[src/rtl/hexik_pkg.sv]
// Shared constants, geometry tables and FSM types for the hexapod servo IK block.
// No dependencies; imported by every module of the block.
package hexik_pkg;

	localparam int LEG_COUNT    = 6;
	localparam int LEG_W        = 3;
	localparam int CORDIC_STEPS = 16;
	localparam int CSTEP_W      = 5;
	localparam int ANG_W        = 32;   // CORDIC angle, Q28 radians
	localparam int TRIG_W       = 18;   // sin/cos out, Q16
	localparam int R_W          = 20;   // rotation terms, Q16
	localparam int Q_W          = 26;   // joint coordinates, 1/16384 mm
	localparam int D_W          = 27;   // leg vector components
	localparam int SQ_W         = 54;   // sum of squares
	localparam int LEN_W        = 27;   // leg length
	localparam int SA_W         = 17;   // servo angle, degrees Q8.8
	localparam int MUL_A_W      = 36;
	localparam int MUL_B_W      = 28;
	localparam int PROD_W       = 64;
	localparam int STEP_W       = 5;

	localparam logic signed [ANG_W-1:0] PI_Q28      = 32'sd843314857;
	localparam logic signed [ANG_W-1:0] HALF_PI_Q28 = 32'sd421657428;
	localparam logic signed [ANG_W-1:0] GAIN_Q28    = 32'sd163008219;
	localparam logic signed [MUL_A_W-1:0] DEG_TO_RAD_Q36 = 36'sd1199381129;

	localparam logic [1:0] SOLVE_CONVERGED = 2'd0;
	localparam logic [1:0] SOLVE_EXHAUSTED = 2'd1;
	localparam logic [1:0] SOLVE_PINNED    = 2'd2;

	typedef enum logic [2:0] {
		CFG_LEG_LENGTH,
		CFG_HORN_LENGTH,
		CFG_LENGTH_TOL,
		CFG_ANGLE_LIMIT,
		CFG_MAX_ITER,
		CFG_PULSE_GAIN
	} cfg_idx_t;

	typedef enum logic [3:0] {
		ST_IDLE,
		ST_TRIG,
		ST_ROT,
		ST_LEG_Q,
		ST_ANG,
		ST_HORN,
		ST_SQRT,
		ST_DECIDE,
		ST_PULSE
	} state_t;

	function automatic logic signed [ANG_W-1:0] atan_q28(input logic [CSTEP_W-1:0] i);
		logic signed [ANG_W-1:0] v;
		case (i)
			5'd0:  v = 32'sd210828714;
			5'd1:  v = 32'sd124459457;
			5'd2:  v = 32'sd65760959;
			5'd3:  v = 32'sd33381290;
			5'd4:  v = 32'sd16755422;
			5'd5:  v = 32'sd8385879;
			5'd6:  v = 32'sd4193963;
			5'd7:  v = 32'sd2097109;
			5'd8:  v = 32'sd1048571;
			5'd9:  v = 32'sd524287;
			5'd10: v = 32'sd262144;
			5'd11: v = 32'sd131072;
			5'd12: v = 32'sd65536;
			5'd13: v = 32'sd32768;
			5'd14: v = 32'sd16384;
			5'd15: v = 32'sd8192;
			5'd16: v = 32'sd4096;
			5'd17: v = 32'sd2048;
			5'd18: v = 32'sd1024;
			5'd19: v = 32'sd512;
			5'd20: v = 32'sd256;
			5'd21: v = 32'sd128;
			5'd22: v = 32'sd64;
			5'd23: v = 32'sd32;
			default: v = '0;
		endcase
		return v;
	endfunction

	function automatic logic signed [13:0] base_x(input logic [LEG_W-1:0] k);
		logic signed [13:0] v;
		case (k)
			3'd0, 3'd1: v = 14'sd5632;
			3'd2, 3'd5: v = -14'sd876;
			3'd3, 3'd4: v = -14'sd4756;
			default:    v = '0;
		endcase
		return v;
	endfunction

	function automatic logic signed [13:0] base_y(input logic [LEG_W-1:0] k);
		logic signed [13:0] v;
		case (k)
			3'd0:    v = -14'sd2240;
			3'd1:    v = 14'sd2240;
			3'd2:    v = 14'sd5997;
			3'd3:    v = 14'sd3757;
			3'd4:    v = -14'sd3757;
			3'd5:    v = -14'sd5997;
			default: v = '0;
		endcase
		return v;
	endfunction

	function automatic logic signed [13:0] plat_x(input logic [LEG_W-1:0] k);
		logic signed [13:0] v;
		case (k)
			3'd0, 3'd1, 3'd2, 3'd5: v = (k == 3'd2 || k == 3'd5) ? 14'sd2219 : 14'sd2773;
			3'd3, 3'd4:             v = -14'sd4992;
			default:                v = '0;
		endcase
		return v;
	endfunction

	function automatic logic signed [13:0] plat_y(input logic [LEG_W-1:0] k);
		logic signed [13:0] v;
		case (k)
			3'd0:    v = -14'sd4163;
			3'd1:    v = 14'sd4163;
			3'd2:    v = 14'sd4483;
			3'd3:    v = 14'sd320;
			3'd4:    v = -14'sd320;
			3'd5:    v = -14'sd4483;
			default: v = '0;
		endcase
		return v;
	endfunction

	// horn direction, Q16
	function automatic logic signed [TRIG_W-1:0] dir_c(input logic [LEG_W-1:0] k);
		logic signed [TRIG_W-1:0] v;
		case (k)
			3'd0, 3'd1: v = '0;
			3'd2, 3'd5: v = -18'sd56756;
			3'd3, 3'd4: v = 18'sd56756;
			default:    v = 18'sd65536;
		endcase
		return v;
	endfunction

	function automatic logic signed [TRIG_W-1:0] dir_s(input logic [LEG_W-1:0] k);
		logic signed [TRIG_W-1:0] v;
		case (k)
			3'd0:       v = 18'sd65536;
			3'd1:       v = -18'sd65536;
			3'd2, 3'd4: v = -18'sd32768;
			3'd3, 3'd5: v = 18'sd32768;
			default:    v = '0;
		endcase
		return v;
	endfunction

	function automatic logic [10:0] neutral_us(input logic [LEG_W-1:0] k);
		logic [10:0] v;
		case (k)
			3'd0, 3'd1, 3'd4: v = 11'd1650;
			3'd2, 3'd3:       v = 11'd1625;
			3'd5:             v = 11'd1575;
			default:          v = 11'd1500;
		endcase
		return v;
	endfunction

endpackage

[src/rtl/hexik_cordic.sv]
// Iterative rotation-mode CORDIC: one micro-rotation per cycle, sin/cos in Q16.
// Depends on hexik_pkg (widths, gain, arctangent table).
module hexik_cordic import hexik_pkg::*; (
	input  logic                     clk,
	input  logic                     arst_n,
	input  logic                     start,
	input  logic signed [ANG_W-1:0]  angle,
	output logic                     done,
	output logic signed [TRIG_W-1:0] cos_val,
	output logic signed [TRIG_W-1:0] sin_val
);

	logic                    run_q;
	logic [CSTEP_W-1:0]      cnt_q;
	logic signed [ANG_W-1:0] x_q, y_q, z_q;
	logic                    neg_q;
	logic                    last;
	logic signed [ANG_W-1:0] x_rnd, y_rnd;

	assign last  = (cnt_q == CSTEP_W'(CORDIC_STEPS));
	assign x_rnd = (x_q + 32'sd2048) >>> 12;
	assign y_rnd = (y_q + 32'sd2048) >>> 12;

	always_ff @(posedge clk or negedge arst_n) begin
		if (!arst_n) begin
			run_q <= 1'b0;
			done  <= 1'b0;
			cnt_q <= '0;
		end else begin
			done <= 1'b0;
			if (start) begin
				run_q <= 1'b1;
				cnt_q <= '0;
			end else if (run_q) begin
				if (last) begin
					run_q <= 1'b0;
					done  <= 1'b1;
				end else begin
					cnt_q <= cnt_q + 1'b1;
				end
			end
		end
	end

	always_ff @(posedge clk) begin
		if (start) begin
			// fold into +-pi/2, flip sign of the result
			if (angle > HALF_PI_Q28) begin
				z_q   <= angle - PI_Q28;
				neg_q <= 1'b1;
			end else if (angle < -HALF_PI_Q28) begin
				z_q   <= angle + PI_Q28;
				neg_q <= 1'b1;
			end else begin
				z_q   <= angle;
				neg_q <= 1'b0;
			end
			x_q <= GAIN_Q28;
			y_q <= '0;
		end else if (run_q) begin
			if (last) begin
				cos_val <= neg_q ? -x_rnd[TRIG_W-1:0] : x_rnd[TRIG_W-1:0];
				sin_val <= neg_q ? -y_rnd[TRIG_W-1:0] : y_rnd[TRIG_W-1:0];
			end else if (z_q >= 0) begin
				x_q <= x_q - (y_q >>> cnt_q);
				y_q <= y_q + (x_q >>> cnt_q);
				z_q <= z_q - atan_q28(cnt_q);
			end else begin
				x_q <= x_q + (y_q >>> cnt_q);
				y_q <= y_q - (x_q >>> cnt_q);
				z_q <= z_q + atan_q28(cnt_q);
			end
		end
	end

endmodule

[config.mk]
export PLATFORM = sky130hd
export DESIGN_NAME = hexik_cordic
export DESIGN_NICKNAME = d
export VERILOG_FILES = /design/src/rtl/hexik_pkg.sv /design/src/rtl/hexik_cordic.sv
export SDC_FILE = /design/constraint.sdc
export NUM_CORES = 1
export LEC_CHECK = 0
export ABC_AREA = 1
export BUFFER_PORTS_ARGS = -buffer_cell sky130_fd_sc_hd__clkbuf_2
export CAP_MARGIN = 10
export CELL_PAD_IN_SITES_DETAIL_PLACEMENT = 1
export CELL_PAD_IN_SITES_GLOBAL_PLACEMENT = 1
export CORE_MARGIN = 2
export CORE_UTILIZATION = 41
export CTS_BUF_LIST = sky130_fd_sc_hd__clkbuf_16
export DETAILED_ROUTE_END_ITERATION = 16
export PLACE_DENSITY = 0.9
export SLEW_MARGIN = 25
export SYNTH_ARGS = -nofsm -noshare
export SYNTH_HDL_FRONTEND = slang
export SYNTH_SLANG_ARGS = --single-unit
[constraint.sdc]
create_clock -name clk -period 4.2 [get_ports clk]
set_input_delay 0.84 -clock clk [delete_from_list [all_inputs] [get_ports clk]]
set_output_delay 0.84 -clock clk [all_outputs]
set_load 0.01 [all_outputs]
==> flow_summary.toml, run 1 <==
[logic_synthesis]
yosys_warnings = 0
synthTopCellsByCount = "nand2_1 (905), inv_1 (382), nand3_1 (348)"
synth_edf_count = 69
syn_nets = 3451
synth_simple_gate_area_share_pct = 38.1
yosysMostFrequentCell = "nand2_1"
synth.area.mux_share_pct = 0.102
syn_avg_cell_area_um2 = 5.94
synthFlopType = "edfxtp_1"
synth_top_family_by_area = "simple AND/OR/NAND/NOR gates"
synthDistinctLibCells = 66
synth_seq_area_share_pct = 18.0
synth_area_mm2 = 0.0196
synth_cells = 3301
synth_top_area_cell = "nand2_1"
netlist_top_cells_area = "nand2_1 (17%), edfxtp_1 (11%), nand3_1 (8.9%)"
synthAdderAreaFrac_pct = 7.46
post_synth_xor_area_fraction_pct = 8.36
synth_compound_area_share_pct = 16.9
ys_ff_latch = 140
synth_top_cell_area_share_pct = 17.3
async_reset_ff_share_pct = 5.00

[clock_tree]
clockRootBuffer = "clkbuf_16"
cts-hold-fix-buffers = 0
clkSinkCount = 140
h-tree-depth = 4
clk_path_buf_depth = 2
cts_made_buffers = 17

[outcome]
outcome = "stopped before the end"
failed_stage = "5_1_grt"
firstError = "[ERROR GRT-0232] Routing congestion too high. Check the congestion heatmap in the GUI."

[floorplanning]
die_width_um = 223
initial_core_util_pct = 41.3
die_y_um = 223
io_pins = 72
num_rows = 80

[grt]
grt_max_degree = 59
grt_usage_pct = 80.4
grt.overflow.total = 270

[placed_design]
gp_congestion = 1.02
dp.cells = 4481
dpl.hpwl_um = 78800
io_buffers = 71
==> routing by layer <==
layer | GRT overflow | GRT usage (%)
met1 | 1 | 79.6
met2 | 155 | 92.7
met3 | 6 | 70.6
met4 | 108 | 80.0
met5 | 0 | 44.1
==> kinds of logic after synthesis <==
group / after synthesis
simple gates: 1735
mux: 2
compound gates: 586
xor+xnor: 187
fa+ha+maj: 115
flops: 140
buf+inv: 536
==> stage by stage <==
stage                     utilization (%)  area (µm²)  hold WS (ns)  worst slack (ns)
after detailed placement             52.6       25000         0.515            -0.940
after global placement               52.6       25000         0.485            -0.314
after floorplan                         -       19600         0.455            0.0565
after CTS                            57.8       27400         0.156            -0.601
==> timing repair <==
action / 4_1_cts
gates cloned: 4
pin swaps: 73
setup buffers: 35
endpoints found under the setup margin: 66
resized for setup: 392
==> run 2, diff against run 1 <==
--- a/config.mk
+++ b/config.mk
@@ -8,13 +8,10 @@
 export ABC_AREA = 1
 export BUFFER_PORTS_ARGS = -buffer_cell sky130_fd_sc_hd__clkbuf_2
 export CAP_MARGIN = 10
-export CELL_PAD_IN_SITES_DETAIL_PLACEMENT = 1
-export CELL_PAD_IN_SITES_GLOBAL_PLACEMENT = 1
 export CORE_MARGIN = 2
-export CORE_UTILIZATION = 41
-export CTS_BUF_LIST = sky130_fd_sc_hd__clkbuf_16
+export CORE_UTILIZATION = 40
 export DETAILED_ROUTE_END_ITERATION = 16
-export PLACE_DENSITY = 0.9
+export PLACE_DENSITY_LB_ADDON = 0.15
 export SLEW_MARGIN = 25
 export SYNTH_ARGS = -nofsm -noshare
 export SYNTH_HDL_FRONTEND = slang
==> constraint.sdc (replaced) <==
create_clock -name clk -period 5.5 [get_ports clk]
set_input_delay 1.1 -clock clk [delete_from_list [all_inputs] [get_ports clk]]
set_output_delay 1.1 -clock clk [all_outputs]
set_load 0.01 [all_outputs]
==> flow_summary.toml, run 2 <==
[outcome]
outcome = "finished clean"

[floorplanning]
num_rows = 81
dieArea_mm2 = 0.0508
initial_core_util_pct = 40.3
io_pins = 72
die_y_um = 225
core-area_mm2 = 0.0486
die_width_um = 225

[final_layout]
layout_commonest_cell = "nand2_1"
n_antenna_cell = 0
final_cell_count_no_fill = 3948
final_cell_mix = "nand2_1 (905), inv_1 (381), nand3_1 (348), nor2_1 (298), a21oi_1 (218)"
drive_above_1_share_pct = 8.09
reg.largest.list = "x_q (32), y_q (32), z_q (32)"
nets = 3463
area_growth_pct = 7.75

[clock_tree]
h-tree-depth = 4
clkTransAtPathRegs_ns = 0.07
cts-hold-fix-buffers = 0
clk_path_buf_depth = 2
clk_latency_ns = 0.50
cts_tree = "built"
clockRootBuffer = "clkbuf_16"
cts_made_buffers = 17
clkSinkCount = 140

[timing]
slew_viol_final = 0
hold_ws_ns = 0.450
period_minus_slack_ns = 5.03
hold_viol_final = 0
rsz0062_at_grt = "false"
fin_crit_sh_pct = 91.4
tns_ns = 0
finalSetupViolations = 0
timing.fmax_ghz = 0.199
skew_ns = 0.0205
relSlewSlack_pct = 35.1
tightest_slew_ns = 0.970

[detailed_routing]
drc = 0
via_per_inst = 5.45
dr.pass1.iters = 6
drtAntennaViolNets = 0
wirelength_um = 73000
vias = 21500
met3_length_um = 3060
routedWlPerCell_um = 18.5
wl_met2_um = 35700
drt-met1-wl_um = 32000
drtIter0Drc = 1590
maxUsedRoutingLayer = "met4"

[worst_setup_path]
path_class = "register to register"
cp.required_ns = 5.90
cp_max_fo = 37
r2r_start = "cnt_q[2]"
endpoint_kind = "register"
crit_arrival_ns = 5.43
start_kind = "register"
crit_start = "cnt_q[2]"

[power_and_ir_drop]
peakVddDrop_uv = 342
p_leak_uw = 0.0107
powerDensity_mw_per_mm2 = 667

[logic_synthesis]
synthTopCellsByCount = "nand2_1 (905), inv_1 (382), nand3_1 (348)"
synthFlopType = "edfxtp_1"
syn_avg_cell_area_um2 = 5.94
synth_top_area_cell = "nand2_1"
ys_ff_latch = 140
synth_area_mm2 = 0.0196
syn_nets = 3451
async_reset_ff_share_pct = 5.00
yosys_warnings = 0
synth_edf_count = 69
synthDistinctLibCells = 66
netlist_top_cells_area = "nand2_1 (17%), edfxtp_1 (11%), nand3_1 (8.9%)"
synth_cells = 3301
yosysMostFrequentCell = "nand2_1"
synth_seq_area_share_pct = 18.0
synth_top_cell_area_share_pct = 17.3

[flow_run]
maxCapViolations = 0

[placed_design]
dp.cells = 3916
gp_congestion = 0.943
dpl.hpwl_um = 58300
io_buffers = 71

[grt]
grt.overflow.total = 0
antenna_found_initial = 0
grt_usage_pct = 28.9
grt_max_degree = 80
grt_pass1_vias = 20600
grt_pass1_wl_um = 114000

[min_path]
hp-class = "input pin to asynchronous set/reset pin"
run 2: cell counts after synthesis:
Identical to the previous run, type by type.
run 2: power breakdown:
group          internal [µW]  switching, µW  leakage (µW)  total [µW]
clock network            569            532      0.000245        1100
registers               1570            502       0.00129        2070
logic                   3850           7060       0.00914       10900
run 2: through the flow:
stage | cell area, µm² | setup slack [ns] | power (µW) | util [%]
4_1_cts | 21100 | 0.423 | 14000 | 43.4
5_1_grt | 21100 | 0.00821 | 15600 | 43.4
2_1_floorplan | 19600 | 0.829 | 9990 | -
3_5_place_dp | 20600 | 0.444 | 12800 | 42.3
3_3_place_gp | 20600 | 0.592 | 12800 | 42.3
6_report | 21100 | 0.471 | 14100 | 43.4
run 2: worst max-delay path, stage by stage, from the launching register on:
cell and delay (ns):
dfrtp_2 0.45, inv_2 0.36, buf_12 0.27, nand3_1 0.13
nand3_1 0.13, nand3_1 0.14, nand2_1 0.16, inv_1 0.05
ha_1 0.20, nand2_2 0.11, nand2_1 0.07, xor2_1 0.19
ha_1 0.35, inv_1 0.07, o21bai_1 0.12, a21oi_1 0.08
o21ai_0 0.38, a21oi_1 0.22, o21ai_0 0.47, a21oi_1 0.17
o21ai_0 0.38, nand2_1 0.13, nand3_1 0.09, nand3_1 0.08
nand2_1 0.09, inv_1 0.03
run 2: cell families after synthesis:
group / after synthesis / share of synthesized area [%]
adders and majority gates: 115 / 7.46
buffers and inverters: 536 / 11.0
muxes: 2 / 0.102
xor gates and xnor gates: 187 / 8.36
DFF: 140 / 18.0
AOI/OAI and AO/OA: 586 / 16.9
and+or+nand+nor: 1735 / 38.1
run 2: worst paths after layout:
check	endpoint	slack, ns	cells past startpoint
hold reg to reg	y_q[0]	0.54	1
min in group clk	y_q[0]	0.54	1
setup reg to reg	x_q[25]	0.47	25
setup / recovery	x_q[25]	0.47	25
hold / removal	done	0.45	1
max in group asynchronous	cnt_q[4]	4.84	1
run 2: what timing repair did:
action                                  4_1_cts  5_1_grt
endpoints found under the setup margin        0        7
gates resized for setup                       0        5
buffers inserted                              0        0
hold endpoints to repair                      0        0
run 2: per-layer routing:
metal,global-route usage [%],vias up
li1,-,10900
met1,35.7,9931
met2,51.5,578
met3,3.55,108
met4,10.1,0
met5,0,-
run 2: final cells by class:
class                   instances  area [µm²]
well taps                     622         778
repair buffers                120         802
flip-flops and latches        140        3530
fillers                      5349       27500
clock inverters                15         100
multi-input cells            2625       13900
clock buffers                  17         425
inverters                     409        1540
Power figures use the tool's default switching activity.
