--- config.mk ---
export PLATFORM = sky130hd
export DESIGN_NAME = hexik_isqrt
export DESIGN_NICKNAME = d
export VERILOG_FILES = /design/src/rtl/hexik_pkg.sv /design/src/rtl/hexik_isqrt.sv
export SDC_FILE = /design/constraint.sdc
export NUM_CORES = 1
export LEC_CHECK = 0
export ABC_CLOCK_PERIOD_IN_PS = 10760
export BUFFER_PORTS_ARGS = -buffer_cell sky130_fd_sc_hd__buf_2
export CAP_MARGIN = 20
export CORE_ASPECT_RATIO = 1.75
export CORE_MARGIN = 3
export CORE_UTILIZATION = 56
export CTS_CLUSTER_DIAMETER = 80
export DETAILED_ROUTE_END_ITERATION = 16
export GPL_ROUTABILITY_DRIVEN = 0
export PLACE_DENSITY_LB_ADDON = 0.05
export SLEW_MARGIN = 20
export SYNTH_ARGS = -nofsm -noshare
export SYNTH_HDL_FRONTEND = slang
export SYNTH_SLANG_ARGS = --single-unit
--- constraint.sdc ---
create_clock -name clk -period 10.76 [get_ports clk]
set_input_delay 1.076 -clock clk [delete_from_list [all_inputs] [get_ports clk]]
set_output_delay 1.076 -clock clk [all_outputs]
set_load 0.005 [all_outputs]
--- src/rtl/hexik_pkg.sv ---
// Shared constants, geometry tables and FSM types for the hexapod servo IK block.
// No dependencies; imported by every module of the block.
package hexik_pkg;

	localparam int LEG_COUNT    = 6;
	localparam int LEG_W        = 3;
	localparam int CORDIC_STEPS = 16;
	localparam int CSTEP_W      = 5;
	localparam int ANG_W        = 32;   // CORDIC angle, Q28 radians
	localparam int TRIG_W       = 18;   // sin/cos out, Q16
	localparam int R_W          = 20;   // rotation terms, Q16
	localparam int Q_W          = 26;   // joint coordinates, 1/16384 mm
	localparam int D_W          = 27;   // leg vector components
	localparam int SQ_W         = 54;   // sum of squares
	localparam int LEN_W        = 27;   // leg length
	localparam int SA_W         = 17;   // servo angle, degrees Q8.8
	localparam int MUL_A_W      = 36;
	localparam int MUL_B_W      = 28;
	localparam int PROD_W       = 64;
	localparam int STEP_W       = 5;

	localparam logic signed [ANG_W-1:0] PI_Q28      = 32'sd843314857;
	localparam logic signed [ANG_W-1:0] HALF_PI_Q28 = 32'sd421657428;
	localparam logic signed [ANG_W-1:0] GAIN_Q28    = 32'sd163008219;
	localparam logic signed [MUL_A_W-1:0] DEG_TO_RAD_Q36 = 36'sd1199381129;

	localparam logic [1:0] SOLVE_CONVERGED = 2'd0;
	localparam logic [1:0] SOLVE_EXHAUSTED = 2'd1;
	localparam logic [1:0] SOLVE_PINNED    = 2'd2;

	typedef enum logic [2:0] {
		CFG_LEG_LENGTH,
		CFG_HORN_LENGTH,
		CFG_LENGTH_TOL,
		CFG_ANGLE_LIMIT,
		CFG_MAX_ITER,
		CFG_PULSE_GAIN
	} cfg_idx_t;

	typedef enum logic [3:0] {
		ST_IDLE,
		ST_TRIG,
		ST_ROT,
		ST_LEG_Q,
		ST_ANG,
		ST_HORN,
		ST_SQRT,
		ST_DECIDE,
		ST_PULSE
	} state_t;

	function automatic logic signed [ANG_W-1:0] atan_q28(input logic [CSTEP_W-1:0] i);
		logic signed [ANG_W-1:0] v;
		case (i)
			5'd0:  v = 32'sd210828714;
			5'd1:  v = 32'sd124459457;
			5'd2:  v = 32'sd65760959;
			5'd3:  v = 32'sd33381290;
			5'd4:  v = 32'sd16755422;
			5'd5:  v = 32'sd8385879;
			5'd6:  v = 32'sd4193963;
			5'd7:  v = 32'sd2097109;
			5'd8:  v = 32'sd1048571;
			5'd9:  v = 32'sd524287;
			5'd10: v = 32'sd262144;
			5'd11: v = 32'sd131072;
			5'd12: v = 32'sd65536;
			5'd13: v = 32'sd32768;
			5'd14: v = 32'sd16384;
			5'd15: v = 32'sd8192;
			5'd16: v = 32'sd4096;
			5'd17: v = 32'sd2048;
			5'd18: v = 32'sd1024;
			5'd19: v = 32'sd512;
			5'd20: v = 32'sd256;
			5'd21: v = 32'sd128;
			5'd22: v = 32'sd64;
			5'd23: v = 32'sd32;
			default: v = '0;
		endcase
		return v;
	endfunction

	function automatic logic signed [13:0] base_x(input logic [LEG_W-1:0] k);
		logic signed [13:0] v;
		case (k)
			3'd0, 3'd1: v = 14'sd5632;
			3'd2, 3'd5: v = -14'sd876;
			3'd3, 3'd4: v = -14'sd4756;
			default:    v = '0;
		endcase
		return v;
	endfunction

	function automatic logic signed [13:0] base_y(input logic [LEG_W-1:0] k);
		logic signed [13:0] v;
		case (k)
			3'd0:    v = -14'sd2240;
			3'd1:    v = 14'sd2240;
			3'd2:    v = 14'sd5997;
			3'd3:    v = 14'sd3757;
			3'd4:    v = -14'sd3757;
			3'd5:    v = -14'sd5997;
			default: v = '0;
		endcase
		return v;
	endfunction

	function automatic logic signed [13:0] plat_x(input logic [LEG_W-1:0] k);
		logic signed [13:0] v;
		case (k)
			3'd0, 3'd1, 3'd2, 3'd5: v = (k == 3'd2 || k == 3'd5) ? 14'sd2219 : 14'sd2773;
			3'd3, 3'd4:             v = -14'sd4992;
			default:                v = '0;
		endcase
		return v;
	endfunction

	function automatic logic signed [13:0] plat_y(input logic [LEG_W-1:0] k);
		logic signed [13:0] v;
		case (k)
			3'd0:    v = -14'sd4163;
			3'd1:    v = 14'sd4163;
			3'd2:    v = 14'sd4483;
			3'd3:    v = 14'sd320;
			3'd4:    v = -14'sd320;
			3'd5:    v = -14'sd4483;
			default: v = '0;
		endcase
		return v;
	endfunction

	// horn direction, Q16
	function automatic logic signed [TRIG_W-1:0] dir_c(input logic [LEG_W-1:0] k);
		logic signed [TRIG_W-1:0] v;
		case (k)
			3'd0, 3'd1: v = '0;
			3'd2, 3'd5: v = -18'sd56756;
			3'd3, 3'd4: v = 18'sd56756;
			default:    v = 18'sd65536;
		endcase
		return v;
	endfunction

	function automatic logic signed [TRIG_W-1:0] dir_s(input logic [LEG_W-1:0] k);
		logic signed [TRIG_W-1:0] v;
		case (k)
			3'd0:       v = 18'sd65536;
			3'd1:       v = -18'sd65536;
			3'd2, 3'd4: v = -18'sd32768;
			3'd3, 3'd5: v = 18'sd32768;
			default:    v = '0;
		endcase
		return v;
	endfunction

	function automatic logic [10:0] neutral_us(input logic [LEG_W-1:0] k);
		logic [10:0] v;
		case (k)
			3'd0, 3'd1, 3'd4: v = 11'd1650;
			3'd2, 3'd3:       v = 11'd1625;
			3'd5:             v = 11'd1575;
			default:          v = 11'd1500;
		endcase
		return v;
	endfunction

endpackage

--- src/rtl/hexik_isqrt.sv ---
// Bit-pair integer square root (floor), one result bit per cycle.
// Depends on hexik_pkg for widths.
module hexik_isqrt import hexik_pkg::*; (
	input  logic             clk,
	input  logic             arst_n,
	input  logic             start,
	input  logic [SQ_W-1:0]  radicand,
	output logic             done,
	output logic [LEN_W-1:0] root
);

	logic            run_q;
	logic [SQ_W-1:0] v_q, r_q, bit_q;
	logic [SQ_W-1:0] trial;

	assign trial = r_q + bit_q;
	assign root  = r_q[LEN_W-1:0];

	always_ff @(posedge clk or negedge arst_n) begin
		if (!arst_n) begin
			run_q <= 1'b0;
			done  <= 1'b0;
		end else begin
			done <= 1'b0;
			if (start) begin
				run_q <= 1'b1;
			end else if (run_q && bit_q == SQ_W'(1)) begin
				run_q <= 1'b0;
				done  <= 1'b1;
			end
		end
	end

	always_ff @(posedge clk) begin
		if (start) begin
			v_q   <= radicand;
			r_q   <= '0;
			bit_q <= SQ_W'(1) << (SQ_W - 2);
		end else if (run_q) begin
			if (v_q >= trial) begin
				v_q <= v_q - trial;
				r_q <= (r_q >> 1) + bit_q;
			end else begin
				r_q <= r_q >> 1;
			end
			bit_q <= bit_q >> 2;
		end
	end

endmodule
Yosys cells after proc, flatten, opt, wreduce, memory -nomap -nowiden
Index checks and enable logic that the tools add are counted.
{"block": "word_totals", "regBits": 137, "out_inout_bits": 28, "inputBits": 57}
{"block": "op_classes", "n_mux": 8, "n_lt_le_gt_ge": 1, "n_reduce_logical": 5, "n_eq_ne": 1, "add_sub_neg": 3}
{"op": "two-way mux 54 bit", "count": 4}
{"op": "adder 53 x 53 -> 54 bit", "count": 1}
{"op": "adder 54 x 53 -> 54 bit", "count": 1}
{"op": "greater-or-equal comparator 54 bit", "count": 1}
{"op": "subtractor 54 bit", "count": 1}
{"op": "== test 27 x 1 -> 1 bit, second input constant", "count": 1}
{"op": "nonzero test 2 bit", "count": 3}
{"op": "two-way mux 1 bit", "count": 4}
{"op": "AND reduction 2 bit", "count": 1}
{"op": "logical AND 1 bit", "count": 1}

Logic depth before layout (Yosys ltp)
Gate-level depths: netlist of the first run.
{"block": "logic_depth", "depth_word": 5, "depth_mapped": 25}

Worst setup path after synthesis of the first run
Ideal clock, no wire load.
{"block": "synth_path", "kind": "register to register", "from": "reg r_q[0]", "to": "reg v_q[0], enable pin", "arrival_time_ps": 8302, "period_less_slack_ps": 8842, "setup_time_ps": 540, "t_required_ps": 10220, "setup_slack_ps": 1918, "stages_incl_launch_ff": 24, "path_buffers": 4, "cell_sequence": "dfxtp_1 -> ha_1 -> ha_1 -> a21oi_1 -> o21bai_1 -> a31o_2 -> a21oi_1 -> o21ai_0 -> a211oi_1 -> o21ai_0 -> nor4b_1 -> a2111oi_0 -> ha_1 -> clkbuf_1 -> nand2_1 -> or4_1 -> o32ai_1 -> nor3_1 -> o31ai_4 -> a21oi_2 -> buf_6 -> buf_6 -> buf_2 -> o21ai_0"}
{"block": "synth_between", "elab_chain_cells": 4}
{"item": "from (decl)", "line": "hexik_isqrt.sv:13", "rtl": "logic [SQ_W-1:0] v_q, r_q, bit_q;"}
{"item": "from (signal assigned)", "line": "hexik_isqrt.sv:42", "rtl": "r_q <= (r_q >> 1) + bit_q;"}
{"item": "from (signal assigned)", "line": "hexik_isqrt.sv:44", "rtl": "r_q <= r_q >> 1;"}
{"item": "adder 54 x 53 -> 54 bit", "line": "hexik_isqrt.sv:16", "rtl": "assign trial = r_q + bit_q;"}
{"item": "greater-or-equal comparator 54 bit", "line": "hexik_isqrt.sv:40", "rtl": "if (v_q >= trial) begin"}
{"item": "nonzero test 2 bit (no source line)"}
{"item": "AND reduction 2 bit (no source line)"}
{"item": "to (signal assigned)", "line": "hexik_isqrt.sv:36", "rtl": "v_q <= radicand;"}
{"item": "to (signal assigned)", "line": "hexik_isqrt.sv:41", "rtl": "v_q <= v_q - trial;"}
{"item": "to (decl)", "line": "hexik_isqrt.sv:13"}
Every way passes these cells.
A chain may end at the register's enable or synchronous reset.

Final worst setup path of the first run
{"block": "layout_path", "from": "reg bit_q[0]", "to": "reg v_q[50], enable pin"}
{"block": "layout_between", "elab_chain_cells": 4}
{"item": "from (decl)", "line": "hexik_isqrt.sv:13"}
{"item": "from (signal assigned)", "line": "hexik_isqrt.sv:38", "rtl": "bit_q <= SQ_W'(1) << (SQ_W - 2);"}
{"item": "from (signal assigned)", "line": "hexik_isqrt.sv:46", "rtl": "bit_q <= bit_q >> 2;"}
{"item": "adder 54 x 53 -> 54 bit", "line": "hexik_isqrt.sv:16"}
{"item": "greater-or-equal comparator 54 bit", "line": "hexik_isqrt.sv:40"}
{"item": "nonzero test 2 bit (no source line)"}
{"item": "AND reduction 2 bit (no source line)"}
Every way passes these cells.

==> metrics.txt, run 1 <==
antenna cell count 0; slowest library cell on the worst path buf_4; Gate power share 58.5%; GRT Total Usage 29.6%; number of synthesized flops with an enable pin 54; leakage 5.57 nW; Worst Setup Path Type reg2reg; Initial Utilization 57.1%; clk_skew 8.69 ps; clk sinks 137; Final min period 6410 ps; initial antenna violation count 0; WL per Instance 19.3 um; hold crit path type in2async; Multi-input gate area 8980 um2; Worst-Skew Late Latency 450 ps; most common cell after layout, fill and taps aside nor2_1; Slew headroom 36.4%; Critical Path Start bit_q[0]$_SDFFE_PP0P_; Worst-Margin Slew 954 ps; maxcap violations 0; final period utilization 59.6%; sequential share of power 24.1%; CTS tree done; switch share 46.0%; Final setup viols 0; Hold-fix buffers, CTS 0; drt first pass iters 5; Routed WL 37300 um; RSZ-0062 raised after global routing false; die area 25100 um2; clock network fraction of total power 17.4%; Worst-path clk slew 60 ps; vias per inst 6.37; 1st-iter DRT viols 851; clock buffer depth 2; Yosys reg bits 137; layout cells sized above 1 11.2%; DRC viols 0; Crit. End Element register; Fin. Hold Viols 0; Pwr Density 255 nW/um2; setup TNS 0 ps; dpl hpwl 28000 um; Synth Cell Area 13000 um2; most frequent cells in the layout nor2_1, nand2_1, o21ai_0; Register Area 3300 um2; fill cell count 2096; grt ovf 0; Root Driver clkbuf_16; WP buf/inv 2; Power Internal 0.00191 W; RR Startpoint bit_q[0]$_SDFFE_PP0P_; Syn Area/Cell 8.00 um2; crit-path max cell delay 650 ps; Ports 85; post-synthesis sequential area ratio 25.4%; P_sw 0.00163 W; predominant post-synthesis flop cell dfxtp_1; worst reg2reg setup slack 4350 ps; number of cell rows 73; maximum number of pins on one net before global-route repair 100; most numerous cell on the critical path ha_1; syn_nets 1791; port buffer count 84; Synth warnings 0; Fmax achieved 156 MHz; Finished Core Util 61.0%; Overall Power 0.00354 W; Layout area overhead 6.89%; Worst EP arrival 6480 ps; asr flop ratio synth 1.46%; final net count 1791; run status finished clean; post-cts gate resize count 0; DR vias 12.3k; vias in the first global route 11.7k; Die Height 207 um; Worst Setup Start Kind register; Num CTS Buffers 17; final max-slew violation count 0; Netlist cell types 98; Cells after Synth 1623; first-pass GRT wire length 59700 um; die width 121 um; worst vdd ir 0.000210 V; Core ar. 22700 um2; Post-CTS Setup Bufs 0; Final ANT Viol Nets 0; worst path required time 10840 ps; CP Cell Sequence ha_1, ha_1, a21oi_1, o21bai_1, a31o_2, a21oi_1, o21ai_0, a211oi_1, o21ai_0, nor4b_1, a2111oi_0, ha_1, nand2_1, or4_1, o31ai_4, a21oi_4, buf_4, o21ai_4, buf_4; CP max FO 75; family with the most delay on the worst path compound AO/OA/AOI/OAI gates; CTS H-Tree Depth 4
-- final timing paths --
check | end | cells after the start
max in group asynchronous | run_q$_DFFE_PN0P_ | 1
setup / recovery | v_q[50]$_DFFE_PP_ | 19
setup reg to reg | v_q[50]$_DFFE_PP_ | 19
hold / removal | run_q$_DFFE_PN0P_ | 1
hold reg to reg | r_q[0]$_SDFFE_PP0P_ | 2
min in group clk | r_q[0]$_SDFFE_PP0P_ | 2
-- synthesized netlist by cell type (7+ instances only) --
| cell type | count | area, um2 |
|---|---|---|
| inv_1 | 34 | 128 |
| nor4_1 | 12 | 75.1 |
| xor2_1 | 54 | 473 |
| a31o_2 | 18 | 158 |
| a21oi_1 | 125 | 626 |
| a31oi_1 | 53 | 332 |
| and3_1 | 15 | 93.8 |
| nor2b_1 | 9 | 56.3 |
| and2_1 | 14 | 87.6 |
| o31ai_1 | 26 | 195 |
| o21ai_0 | 130 | 651 |
| xnor2_1 | 46 | 403 |
| a21o_1 | 19 | 143 |
| nor3_1 | 31 | 155 |
| a311oi_1 | 25 | 219 |
| nand2b_1 | 8 | 50.1 |
| o21bai_1 | 22 | 165 |
| buf_2 | 10 | 50.1 |
| o32ai_1 | 7 | 61.3 |
| buf_4 | 33 | 248 |
| o211ai_1 | 14 | 105 |
| or3_1 | 27 | 169 |
| edfxtp_1 | 54 | 1620 |
| mux2i_1 | 45 | 450 |
| nor2_1 | 166 | 623 |
| clkbuf_1 | 52 | 195 |
| mux2_2 | 13 | 146 |
| dfxtp_1 | 81 | 1620 |
| ha_1 | 110 | 1380 |
| a211oi_1 | 16 | 120 |
| nand3_1 | 29 | 145 |
| nand2_1 | 156 | 586 |
| nand4_1 | 32 | 200 |
| o21a_1 | 18 | 135 |
-- power by group through the flow --
stage | clock (W) | combinational (W) | sequential, W
3_3_place_gp | 0 | 0.00201 | 0.000854
6_report | 0.000614 | 0.00207 | 0.000852
5_1_grt | 0.000640 | 0.00230 | 0.000867
3_5_place_dp | 0 | 0.00204 | 0.000859
4_1_cts | 0.000625 | 0.00205 | 0.000849
2_1_floorplan | 0 | 0.00163 | 0.000818
-- cell type report --
cell class	instances	share of cell area [%]
clock buffers	24	3.93
clock inverters	7	0.532
inverters	36	0.974
multi-input cells	1341	64.7
flip-flops and latches	137	23.8
well taps	300	2.70
repair buffers	90	3.40
-- cells by family (layout without fill, tap and decap cells) --
family / count (synthesis) / in the layout / share of synthesized area [%]
AOI/OAI and AO/OA: 538 / 538 / 27.2
and+or+nand+nor: 534 / 534 / 19.7
buffers and inverters: 145 / 157 / 5.62
xor gates and xnor gates: 100 / 100 / 6.74
adders and majority gates: 111 / 111 / 10.8
muxes: 58 / 58 / 4.60
DFF: 137 / 137 / 25.4
-- sequential cells by signal, indices dropped and copies added (netlist names) --
name / flops
r_q: 54
v_q: 54
bit_q: 27
done: 1
run_q: 1
-- per-layer routing --
| metal | wire (um) | part of all wire, % | GRT usage [%] |
|---|---|---|---|
| met4 | 1380 | 3.7 | 12.9 |
| met2 | 18600 | 50 | 50.3 |
| met5 | 0 | 0 | 0 |
| met1 | 15700 | 42 | 37.2 |
| met3 | 1660 | 4.4 | 3.82 |
-- metrics by stage --
step | cell area (um2) | worst slack, ps | hold slack [ps] | instances
4_1_cts | 13900 | 4380 | 388 | 1935
3_3_place_gp | 13300 | 4590 | 492 | 1904
2_1_floorplan | 13000 | 1920 | 478 | 1623
6_report | 13900 | 4350 | 409 | 1935
3_5_place_dp | 13300 | 4380 | 509 | 1904
5_1_grt | 13900 | 3980 | 404 | 1935
(Power assumes the default switching activity.)
==> inputs of run 2 (changes only) <==
--- a/config.mk
+++ b/config.mk
@@ -5,7 +5,8 @@
 export SDC_FILE = /design/constraint.sdc
 export NUM_CORES = 1
 export LEC_CHECK = 0
-export ABC_CLOCK_PERIOD_IN_PS = 10760
+export ABC_AREA = 1
+export ABC_CLOCK_PERIOD_IN_PS = 5100
 export BUFFER_PORTS_ARGS = -buffer_cell sky130_fd_sc_hd__buf_2
 export CAP_MARGIN = 20
 export CORE_ASPECT_RATIO = 1.75
==> constraint.sdc (replaced) <==
create_clock -name clk -period 5.1 [get_ports clk]
set_input_delay 0.51 -clock clk [delete_from_list [all_inputs] [get_ports clk]]
set_output_delay 0.51 -clock clk [all_outputs]
set_load 0.005 [all_outputs]
==> run 2 against run 1 <==
Compared with the run above: sequential power grew 120%; synthesized cell count grew 73%; die area grew 24%; sequential share of layout area shrank 4.9 points; maximum frequency grew 31%; global-route usage grew 11 points; critical path depth grew 1; via count grew 56%; flip-flop and latch count is the same; power grew to 2.7 times the previous value.
==> metrics.txt, run 2 <==
Synth warnings 0 (unchanged); final max-slew violation count 0 (unchanged); maximum number of pins on one net before global-route repair 80 (-20%); slowest library cell on the worst path dfxtp_1; Num CTS Buffers 17 (unchanged); most frequent cells in the layout nand2_1, inv_1, nor2_1; Fin. Hold Viols 0 (unchanged); Routed WL 63800 um (+71%); WL per Instance 19.8 um (+2.5%); Netlist cell types 49 (-50%); worst vdd ir 0.000425 V (+100%); Worst EP arrival 5100 ps (-1380 ps); clk_skew 10.1 ps (+1.40 ps); clk sinks 137 (unchanged); initial antenna violation count 0 (unchanged); Synth Cell Area 16200 um2 (+25%); layout cells sized above 1 6.93% (-4.3 points); post-synth top area cell nand2_1; largest registers r_q (54), v_q (54), bit_q (27); most frequent cell after synthesis nand2_1; port buffer count 84 (unchanged); Worst-Margin Slew 968 ps (+13.9 ps); run status finished clean; GRT Total Usage 40.5% (+11 points); asr flop ratio synth 1.46% (unchanged); final period utilization 95.8% (+36 points); most instantiated cells after synthesis nand2_1, inv_1, nor2_1; Finished Core Util 61.9% (+0.87 points); DR vias 19.2k (+56%); number of synthesized flops with an enable pin 54 (unchanged); number of cell rows 81 (+11%); Final setup viols 0 (unchanged); die area 31100 um2 (+24%); family with the most delay on the worst path simple AND/OR/NAND/NOR gates; die width 135 um (+11%); Slew headroom 35.4% (-1.0 points); Final ANT Viol Nets 0 (unchanged); post-synthesis sequential area ratio 20.3% (-5.1 points); Final min period 4890 ps (-1520 ps); RSZ-0062 raised after global routing false; Initial Utilization 57.4% (+0.30 points); Fmax achieved 205 MHz (+31%); final net count 3011 (+68%); vias per inst 5.94 (-6.8%); Core ar. 28300 um2 (+24%); Layout area overhead 7.86%; Worst-Skew Late Latency 470 ps (+20 ps); Crit. End Element register; DRC viols 0 (unchanged); vias in the first global route 18.7k (+59%); CP max FO 8 (-89%); Pwr Density 541 nW/um2 (+110%); hold crit path type in2reg; WP buf/inv 3 (+1); Cells after Synth 2805 (+73%); CTS H-Tree Depth 4 (unchanged); synth top area cells nand2_1, dfxtp_1, edfxtp_1; most common cell after layout, fill and taps aside nand2_1; Yosys reg bits 137 (unchanged); grt ovf 0 (unchanged); Die Height 231 um (+11%); clock buffer depth 2 (unchanged); Final Worst Setup Slack 215 ps (-4140 ps); Worst-path clk slew 70 ps (about the same); crit-path max cell delay 500 ps (-150 ps); Worst Setup Start Kind register; maxcap violations 0 (unchanged); CTS tree done; dpl ws 153 ps (-4230 ps); Ports 85 (unchanged); Root Driver clkbuf_16; Post-CTS Setup Bufs 0 (unchanged); antenna cell count 0 (unchanged); CP Cell Sequence ha_1, nand2_1, o21ai_0, a21oi_1, o21bai_1, a21oi_2, o21ai_1, xor2_1, ha_1, nand2_1, nor2_1, inv_1, nor2_1, inv_1, nor2_2, nand4_1, nand3_1, nand2_1, inv_1, o21ai_0; worst path required time 5310 ps (-5530 ps); setup TNS 0 ps (unchanged); first-pass GRT wire length 97300 um (+63%); predominant post-synthesis flop cell dfxtp_1; fill cell count 2786 (+33%); drt first pass iters 6 (+1); 1st-iter DRT viols 1749 (+110%); leakage 7.94 nW (+43%); Synth top area share 19.3% (+6.8 points); syn_nets 2973 (+66%); Worst Setup Path Type reg2reg; dpl hpwl 50200 um (+79%); Syn Area/Cell 5.79 um2 (-28%)
## run 2: worst min-delay path, cell delays in order
cell and delay (ps):
buf_2 70, nand2_1 40, nand2_1 50
## run 2: per-layer routing
layer	share of wire, %	wire (um)	GRT usage, %	vias to the layer above
li1	-	-	-	9135
met1	33	21100	40.7	8594
met2	48	30400	68.8	1077
met3	7.3	4660	6.41	384
met4	12	7690	40.4	0
met5	0	0	0	-
## run 2: kinds of logic (layout without fill, tap and decap cells)
logic type	count (synthesis)	after routing	synth area share, %
XOR/XNOR	75	75	4.05
AO/OA/AOI/OAI	432	432	14.4
AND/OR/NAND/NOR	1560	1560	40.5
flip-flops	137	137	20.3
adder cells (fa/ha/maj)	111	111	8.60
buffers and inverters	490	541	12.2
## run 2: worst paths after layout
path                                     startpoint                  end  slack (ps)  cells after the start
worst max-delay path            r_q[4]$_SDFFE_PP0P_    v_q[35]$_DFFE_PP_         210                     20
worst min-delay path                   radicand[11]    v_q[11]$_DFFE_PP_         310                      3
worst max register to register  r_q[4]$_SDFFE_PP0P_    v_q[35]$_DFFE_PP_         210                     20
worst min register to register  r_q[0]$_SDFFE_PP0P_  r_q[0]$_SDFFE_PP0P_         500                      2
max in group asynchronous                    arst_n    run_q$_DFFE_PN0P_        4650                      2
min in group asynchronous                    arst_n    run_q$_DFFE_PN0P_         350                      2
## run 2: through the flow
step           total power, W  instances  hold WS (ps)  area [um2]
2_1_floorplan         0.00616       2805           214       16200
6_report              0.00947       3229           313       17500
3_5_place_dp          0.00785       3195           297       16800
4_1_cts               0.00923       3228           302       17500
3_3_place_gp          0.00774       3195           294       16800
5_1_grt                0.0102       3229           319       17500
## run 2: power by group
| part | internal (W) | total [W] | switching [W] |
|---|---|---|---|
| Sequential | 0.00161 | 0.00191 | 0.000306 |
| Combinational | 0.00203 | 0.00619 | 0.00417 |
| Clock | 0.000776 | 0.00137 | 0.000589 |
| Total | 0.00441 | 0.00947 | 0.00506 |
## run 2: repair_timing
| item | CTS | global route |
|---|---|---|
| setup endpoints to repair | 0 | 110 |
| endpoints found under the hold margin | 2 | 0 |
| hold buffers | 1 | 0 |
| resized for setup | 0 | 8 |
## run 2: cell type report
type | count | area (um2) | area share [%]
sequential | 137 | 3300 | 18.8
timing repair buffer | 106 | 633 | 3.62
inverter | 403 | 1510 | 8.64
multi-input combinational | 2178 | 11000 | 62.7
tap | 373 | 467 | 2.67
clock inverter | 13 | 156 | 0.893
clock buffer | 19 | 464 | 2.65
==> inputs of run 3 (changes only) <==
--- a/config.mk
+++ b/config.mk
@@ -6,7 +6,7 @@
 export NUM_CORES = 1
 export LEC_CHECK = 0
 export ABC_AREA = 1
-export ABC_CLOCK_PERIOD_IN_PS = 5100
+export ABC_CLOCK_PERIOD_IN_PS = 5300
 export BUFFER_PORTS_ARGS = -buffer_cell sky130_fd_sc_hd__buf_2
 export CAP_MARGIN = 20
 export CORE_ASPECT_RATIO = 1.75
==> constraint.sdc (replaced) <==
create_clock -name clk -period 5.3 [get_ports clk]
set_input_delay 0.53 -clock clk [delete_from_list [all_inputs] [get_ports clk]]
set_output_delay 0.53 -clock clk [all_outputs]
set_load 0.005 [all_outputs]
==> run 3 against run 2 <==
Compared with the run above: wire length rose by 1.7%; combinational power fell by 2%; critical path depth rose by 7; global-route usage rose by 0.59 points; maximum frequency is 2.6% lower; setup slack better by 68 ps; first-iteration DRC count up 3.0%; count of clock-buffer cells in the layout increased by 3; final area is 0.26% lower; clock skew grew 3.1 ps; non-clock buffer count rose by 3; die area did not move; highest routed layer unchanged.
==> metrics.txt, run 3 (same netlist as run 2, synthesis figures left out) <==
run status finished clean; largest registers r_q (54), v_q (54), bit_q (27); vias per inst 5.99 (+0.82%); Worst-Skew Late Latency 460 ps (about the same); layout cells sized above 1 6.86% (-0.077 points); grt ovf 0 (unchanged); first-pass GRT wire length 99100 um (+1.8%); Fin. Hold Viols 0 (unchanged); die area 31100 um2 (unchanged); RR Endpoint v_q[14]$_DFFE_PP_; end of the critical path v_q[14]$_DFFE_PP_; Slew headroom 38.9% (+3.5 points); Crit. End Element register; Fmax achieved 199 MHz (-2.6%); final period utilization 94.7% (-1.1 points); Worst Setup Path Type reg2reg; most common cell after layout, fill and taps aside nand2_1; DR vias 19.4k (+0.91%); vias in the first global route 18.9k (+1.1%); maxcap violations 0 (unchanged); Final ANT Viol Nets 0 (unchanged); die width 135 um (unchanged); port buffer count 84 (unchanged); leakage 7.94 nW (about the same); P_sw 0.00494 W (-2.3%); CTS H-Tree Depth 4 (unchanged); worst path required time 5390 ps (+80 ps); Die Height 231 um (unchanged); slowest library cell on the worst path buf_6; Final min period 5020 ps (+132 ps); clk_skew 13.2 ps (+3.08 ps); Worst-Margin Slew 916 ps (-51.4 ps); Layout area overhead 7.57%; Power Internal 0.00418 W (-5.2%); clk sinks 137 (unchanged); hold crit path type in2reg; initial antenna violation count 0 (unchanged); 1st-iter DRT viols 1802 (+3.0%); clock network fraction of total power 13.7% (-0.7 points); number of cell rows 81 (unchanged); WL per Instance 20.1 um (+1.6%); Worst-path clk slew 70 ps (about the same); switch share 54.2% (+0.73 points); DRC viols 0 (unchanged); final net count 3014 (+0.10%); Core ar. 28300 um2 (unchanged); Routed WL 64900 um (+1.7%); worst reg2reg setup slack 280 ps (+70 ps); RR Startpoint bit_q[0]$_SDFFE_PP0P_; CP max FO 54 (+46); drt first pass iters 7 (+1); Gate power share 66.3% (+0.9 points); setup TNS 0 ps (unchanged); RSZ-0062 raised after global routing false; Critical Path Start bit_q[0]$_SDFFE_PP0P_; clock buffer depth 2 (unchanged); Final setup viols 0 (unchanged); CTS tree done; dpl hpwl 50600 um (+0.72%); maximum number of pins on one net before global-route repair 80 (unchanged); Worst Setup Start Kind register; Ports 85 (unchanged); most numerous cell on the critical path nand2_1; Initial Utilization 57.4% (unchanged); Num CTS Buffers 17 (unchanged); most frequent cells in the layout nand2_1, inv_1, nor2_1; crit-path max cell delay 470 ps (-30 ps); Worst EP arrival 5110 ps (about the same); antenna cell count 0 (unchanged); Root Driver clkbuf_16; worst r2r path cells 27 (+35%); Hold WS 338 ps (+24.6 ps); Pwr Density 523 nW/um2 (-3.4%); sequential share of power 20.0% (-0.2 points); final max-slew violation count 0 (unchanged); GRT Total Usage 41.1% (+0.59 points); worst vdd ir 0.000427 V (+0.51%)
run 3: timing repair:
action | in CTS | in global routing
setup endpoints to repair | 0 | 54
hold endpoints to repair | 2 | 0
hold buffers | 1 | 0
gates resized for setup | 0 | 1
buffers inserted | 0 | 0
run 3: metal layers:
metal | global-route usage, % | up-vias | wire, um
li1 | - | 9141 | -
met1 | 41.7 | 8739 | 21900
met2 | 70.1 | 1083 | 30700
met3 | 7.23 | 402 | 4760
met4 | 38.6 | 0 | 7510
met5 | 0 | - | 0
run 3: stage by stage:
| stage | cell area [um2] | util (%) | setup WS [ps] | std cells | power (W) |
|---|---|---|---|---|---|
| 3_3_place_gp | 16800 | 59.6 | 410 | 3199 | 0.00753 |
| 4_1_cts | 17500 | 61.7 | 322 | 3232 | 0.00887 |
| 3_5_place_dp | 16800 | 59.6 | 338 | 3199 | 0.00760 |
| 5_1_grt | 17500 | 61.7 | 22.9 | 3232 | 0.00972 |
| 6_report | 17500 | 61.7 | 283 | 3232 | 0.00913 |
| 2_1_floorplan | 16200 | - | 493 | 2805 | 0.00593 |
run 3: layout make-up:
cell class	instances	area, um2
multi-input combinational	2178	11000
fill	2886	10800
sequential	137	3290
inverter	403	1510
timing repair buffer	109	629
clock buffer	22	517
tap	373	467
clock inverter	10	77.6
run 3: how the worst min path moves through the flow:
stage	startpoint	to	slack, ps	cells past startpoint
final	radicand[25]	v_q[25]$_DFFE_PP_	340	3
after CTS	radicand[25]	v_q[25]$_DFFE_PP_	330	3
after global routing	radicand[15]	v_q[15]$_DFFE_PP_	350	3
after global placement	arst_n	done$_DFF_PN0_	310	1
after floorplan	arst_n	done$_DFF_PN0_	230	0
after detailed placement	arst_n	done$_DFF_PN0_	320	1
run 3: power groups by stage:
| stage | Sequential [W] | Combinational, W | Clock, W |
|---|---|---|---|
| global route | 0.00185 | 0.00657 | 0.00130 |
| CTS | 0.00181 | 0.00581 | 0.00125 |
| finish | 0.00183 | 0.00605 | 0.00125 |
| global placement | 0.00183 | 0.00570 | 0 |
| detailed placement | 0.00183 | 0.00577 | 0 |
| floorplan | 0.00173 | 0.00420 | 0 |
run 3: critical path: cells and delay by family, from the launching register on:
kind	cells	cell delay, ps
fa+ha+maj	3	870
buf+inv	2	550
xor+xnor	1	230
simple gates	20	2310
compound gates	1	210
flops	1	400
